$ cat src/rtl/hels_pkg.sv
// ----------------------------------------------------------------------------
// hels_pkg
// Shared constants and arithmetic helpers for the heat element local system.
// ----------------------------------------------------------------------------
package hels_pkg;

    localparam int NODES_DEF = 4;
    localparam int DIM_DEF   = 2;

    localparam logic [0:0] REG_CONDUCTIVITY = 1'd0;
    localparam logic [0:0] REG_INV_DT       = 1'd1;

    localparam logic [31:0] Q_ONE = 32'sd65536;

    localparam logic KIND_MATRIX   = 1'b0;
    localparam logic KIND_RESIDUAL = 1'b1;

    // saturate a wide signed value to 32 bits
    function automatic logic [32:0] sat32(input logic signed [79:0] v);
        logic [32:0] r;
        if (v > 80'sd2147483647)
            r = {1'b1, 32'h7fffffff};
        else if (v < -80'sd2147483648)
            r = {1'b1, 32'h80000000};
        else
            r = {1'b0, v[31:0]};
        return r;
    endfunction

    // round a Q32.32 product to Q16.16 (floor after adding half), saturated
    function automatic logic [32:0] rnd_sat(input logic signed [63:0] p);
        logic signed [79:0] t;
        t = (80'(p) + 80'sd32768) >>> 16;
        return sat32(t);
    endfunction

endpackage

$ cat src/rtl/hels_mac.sv
// ----------------------------------------------------------------------------
// hels_mac
// Registered 32x32 signed multiplier with rounding and saturation.
// ----------------------------------------------------------------------------
module hels_mac
(
    input  logic               clk,
    input  logic signed [31:0] a,
    input  logic signed [31:0] b,
    output logic signed [31:0] q,
    output logic               sat
);

    logic signed [63:0] prod_reg;
    logic [32:0]        rs;

    always_ff @(posedge clk)
    begin
        prod_reg <= a * b;
    end

    assign rs  = hels_pkg::rnd_sat(prod_reg);
    assign q   = rs[31:0];
    assign sat = rs[32];

endmodule

$ cat config.mk
export PLATFORM = sky130hd
export DESIGN_NAME = hels_mac
export DESIGN_NICKNAME = d
export VERILOG_FILES = /design/src/rtl/hels_pkg.sv /design/src/rtl/hels_mac.sv
export SDC_FILE = /design/constraint.sdc
export NUM_CORES = 2
export LEC_CHECK = 0
export ABC_AREA = 0
export BUFFER_PORTS_ARGS = -buffer_cell sky130_fd_sc_hd__buf_2
export CORE_UTILIZATION = 60
export CTS_CLUSTER_SIZE = 10
export DETAILED_ROUTE_END_ITERATION = 12
export PLACE_DENSITY = 0.75
export SYNTH_ARGS = -nofsm -noshare
export SYNTH_HDL_FRONTEND = slang
export SYNTH_SLANG_ARGS = --single-unit
$ cat constraint.sdc
create_clock -name clk -period 20 [get_ports clk]
set_input_delay 3 -clock clk [delete_from_list [all_inputs] [get_ports clk]]
set_output_delay 3 -clock clk [all_outputs]
set_load 0.02 [all_outputs]
# == Yosys cells after proc, flatten, opt, wreduce, memory -nomap -nowiden ==
# Index checks and enable logic that the tools add are counted.
# op_classes
mul,1
n_lt_le_gt_ge,2
addsub,1
muxes,2
# op_table
op,count
33-bit 2-to-1 mux,2
"64-bit by 17-bit adder with 65-bit output, second input constant",1
32-bit by 32-bit multiplier with 64-bit output,1
"49-bit by 32-bit greater-than comparator with 1-bit output, second input constant",1
"49-bit by 32-bit < comparator with 1-bit output, second input constant",1
# totals
ff_bits,64
in_bits,65

# == Logic depth before layout (Yosys ltp) ==
# depth
depth_word,4
ltp_mapped,29
mapped_depth_nobuf,27

# == Worst setup path before layout ==
# No wires, ideal clock.
# synth_timing
kind,input-to-reg
start,in a[31]
end,reg prod_reg[56]
setup_slack_ps,9769
path_buffers,1
t_required_ps,19879
setup_ps,121
path_stages,24
t_arrival_ps,10110
path_cell_list,clkbuf_1 > nand2_1 > inv_1 > fa_1 > inv_1 > fa_1 > inv_1 > fa_1 > fa_1 > inv_1 > fa_1 > inv_1 > fa_1 > fa_1 > fa_1 > ha_1 > a21o_1 > a21oi_1 > o2111ai_1 > o2bb2ai_2 > o21bai_1 > a311o_1 > a21oi_2 > xnor2_1
# synth_between
elab_chain_len,1
# synth_lines
item,line,source
start: declaration,hels_mac.sv:8,"input logic signed [31:0] a,"
32-bit by 32-bit multiplier with 64-bit output,hels_mac.sv:19,prod_reg <= a * b;
end signal: assignment,hels_mac.sv:19,
end: declaration,hels_mac.sv:14,logic signed [63:0] prod_reg;
# No other way between the ends.

# == Worst setup path after layout ==
# layout_timing
start,in b[2]
end,reg prod_reg[56]
# layout_between
elab_chain_len,1
# layout_lines
item,line,source
start: declaration,hels_mac.sv:9,"input logic signed [31:0] b,"
32-bit by 32-bit multiplier with 64-bit output,hels_mac.sv:19,
# No other way between the ends.

==> reports/qor.csv <==
metric,value,unit
cts bufs inserted,5,
"flops & latches, synth",49,
nets,5297,
max FFs per register,49,
initial DRC count,1825,
CP Class,input pin to register,
share of cells above drive strength 1,3.30,%
post-CTS sizing,0,
CTS tree,yes,
via count,26941,
Die H,254,um
"top cells by area, synth","fa_1 57%, inv_1 9.7%, and2_1 8.4%",
Worst path slowest cell,fa_1,
critical path required time,20.23,ns
crit path DAT,11.33,ns
Area Growth Syn to Fin,2.51,%
post-DR wirelength/cell,20.4,um
Remaining DRCs,0,
Ys Warns,0,
Worst Max-Slew Pin Slew,1.02,ns
Overflow after GRT,0,
HP Class,register to output pin,
Crit Path Max Fanout,32,
Std-Cell Core Area,62200,sq um
vias in the first global route,29749,
Slew headroom,31.4,%
max-cap viol count,0,
Hold Startpoint,prod_reg[35]$_DFF_P_,
H-tree depth,2,
Final Cell Area,39000,sq um
"FFs w/ async S/R, synth",0,%
first-pass GRT wire length,160000,um
synthesized area per cell,9.34,sq um
IO Count,98,
Main synth FF type,dfxtp_1,
Mapped Cells,4075,
period utilisation layout,55.5,%
Post-Syn Area,38100,sq um
Initial Util,61.3,%
overall die area,64500,sq um
Total GRT Usage,32.6,%
crit path time final,11.10,ns
count of pins over their slew limit,0,
antenna violations before repair,0,
Post-CTS Setup Inserts,0,
detail-routed via count per cell,5.60,
DRT Wirelength,98000,um
clock-pin slew on the worst setup and hold paths,0.07,ns
outcome,completed,
Syn Nets,5402,
Routed Antenna Nets,0,
met2 wire length,47800,um
setup_tns,0,ns
GP Congestion,0.911,
crit end category,register,
startpoint types,input pin,
cts hold-fix bufs,0,
final core utilization,62.8,%
Clock Sinks,49,
I/O Buffers,97,
register area share after synthesis,2.58,%
top sig layer,met4,
placed inst area,38800,sq um
max incr delay on CP,0.99,ns
fillcell total,5190,
Rows,91,
fin cells,4809,
CP cell instances,"buf_2, nand2_1, inv_1, fa_1, fa_1, fa_1, fa_1, inv_1, fa_1, inv_1, fa_1, fa_1, fa_1, ha_1, a21o_1, a21oi_1, o2111ai_1, o2bb2ai_2, o21bai_1, a311o_1, a21oi_2, xnor2_1",
RSZ-0062 raised after global routing,false,
CTS root buf,clkbuf_16,
clk buf depth,2,
Die Width,254,um
Yosys top cell by area,fa_1,
drt first pass iters,5,
cell repeated most along the worst path,fa_1,
final hold violations,0,
highest clock rate,90.1,MHz
metal3 WL,7260,um
library cells used by synthesis,68,
routed length on met1,37700,um
largest net degree at the start of global routing,34,
number of synthesized flops with an enable pin,0,
# setup viols final,0,
Worst Setup SP,b[2],
Final HPWL DP,76700,um
placed insts,4800,
Synth top area share,56.8,%
-- layer usage --
metal	up-vias	GRT usage, %
li1	11482	-
met1	14047	42.0
met2	1164	55.4
met3	248	4.20
met4	0	14.1
met5	-	0
-- layout make-up --
class                           count  area (sq um)  share of cell area [%]
Multi-Input combinational cell   2824         32600                    83.5
Sequential cell                    49           981                    2.51
Tap cell                          837          1050                    2.68
Inverter                          988          3710                    9.50
Timing Repair Buffer              102           523                    1.34
Antenna cell                        1          2.50                 0.00641
Clock inverter                      3          68.8                   0.176
Clock buffer                        5           125                   0.321
-- per-stage QoR --
step	hold WS [ns]	worst slack, ns
2_1_floorplan	3.54	9.77
3_3_place_gp	3.68	8.72
3_5_place_dp	3.69	8.57
4_1_cts	4.01	8.87
5_1_grt	4.04	8.46
6_report	4.00	8.90
-- cell usage after synthesis (all sizes together), types with 3 or more instances --
library cell     n
fa            1081
inv            988
nand2          530
and2           514
clkbuf         204
ha             181
o21ai           65
a21oi           62
xnor2           58
dfxtp           49
xor2            41
nor2            38
nand3           36
nor2b           33
nand4           25
a21o            18
o21bai          15
and3            14
a211oi          12
and4            12
nor3            12
buf             10
nand2b           9
o21a             6
nor4             5
o211ai           5
or3              5
o41ai            4
a21boi           3
a41oi            3
nor3b            3
-- final timing paths --
kind                                   end  slack [ns]  cells after the start
worst max-delay path  prod_reg[56]$_DFF_P_        8.90                     22
worst min-delay path                 q[19]        4.00                      3
-- layout by cell type, fill, tap and decap left out, types with 7 or more instances in the layout --
| master | instances |
|---|---|
| xor2_1 | 41 |
| nand3_1 | 36 |
| nor2b_1 | 33 |
| nor2_1 | 38 |
| nand2b_1 | 9 |
| nand2_1 | 530 |
| ha_1 | 181 |
| buf_2 | 97 |
| and4_1 | 12 |
| nor3_1 | 9 |
| o21bai_1 | 14 |
| xnor2_1 | 58 |
| dfxtp_1 | 49 |
| and3_1 | 14 |
| a21oi_1 | 61 |
| o21ai_0 | 58 |
| fa_1 | 1081 |
| nand4_1 | 25 |
| inv_1 | 988 |
| and2_1 | 514 |
| a211oi_1 | 9 |
| a21o_1 | 18 |
| o21ai_1 | 7 |
-- critical path: cells and delay by family --
kind            cells  cell delay, ns
xor+xnor            1            0.12
buf+inv             4            1.21
compound gates      7            1.62
simple gates        1            0.19
fa+ha+maj           9            5.16
-- logic make-up after synthesis --
logic type | Yosys count | share of synthesized area, %
adder cells (fa/ha/maj) | 1262 | 62.8
XOR/XNOR | 99 | 2.28
flip-flops | 49 | 2.58
AND/OR/NAND/NOR | 1243 | 16.7
multiplexers | 1 | 0.0296
buffers and inverters | 1202 | 11.9
AO/OA/AOI/OAI | 219 | 3.76
Power is not shown: default switching activity piles up to over one toggle a cycle in this logic, so the estimate is an artifact.
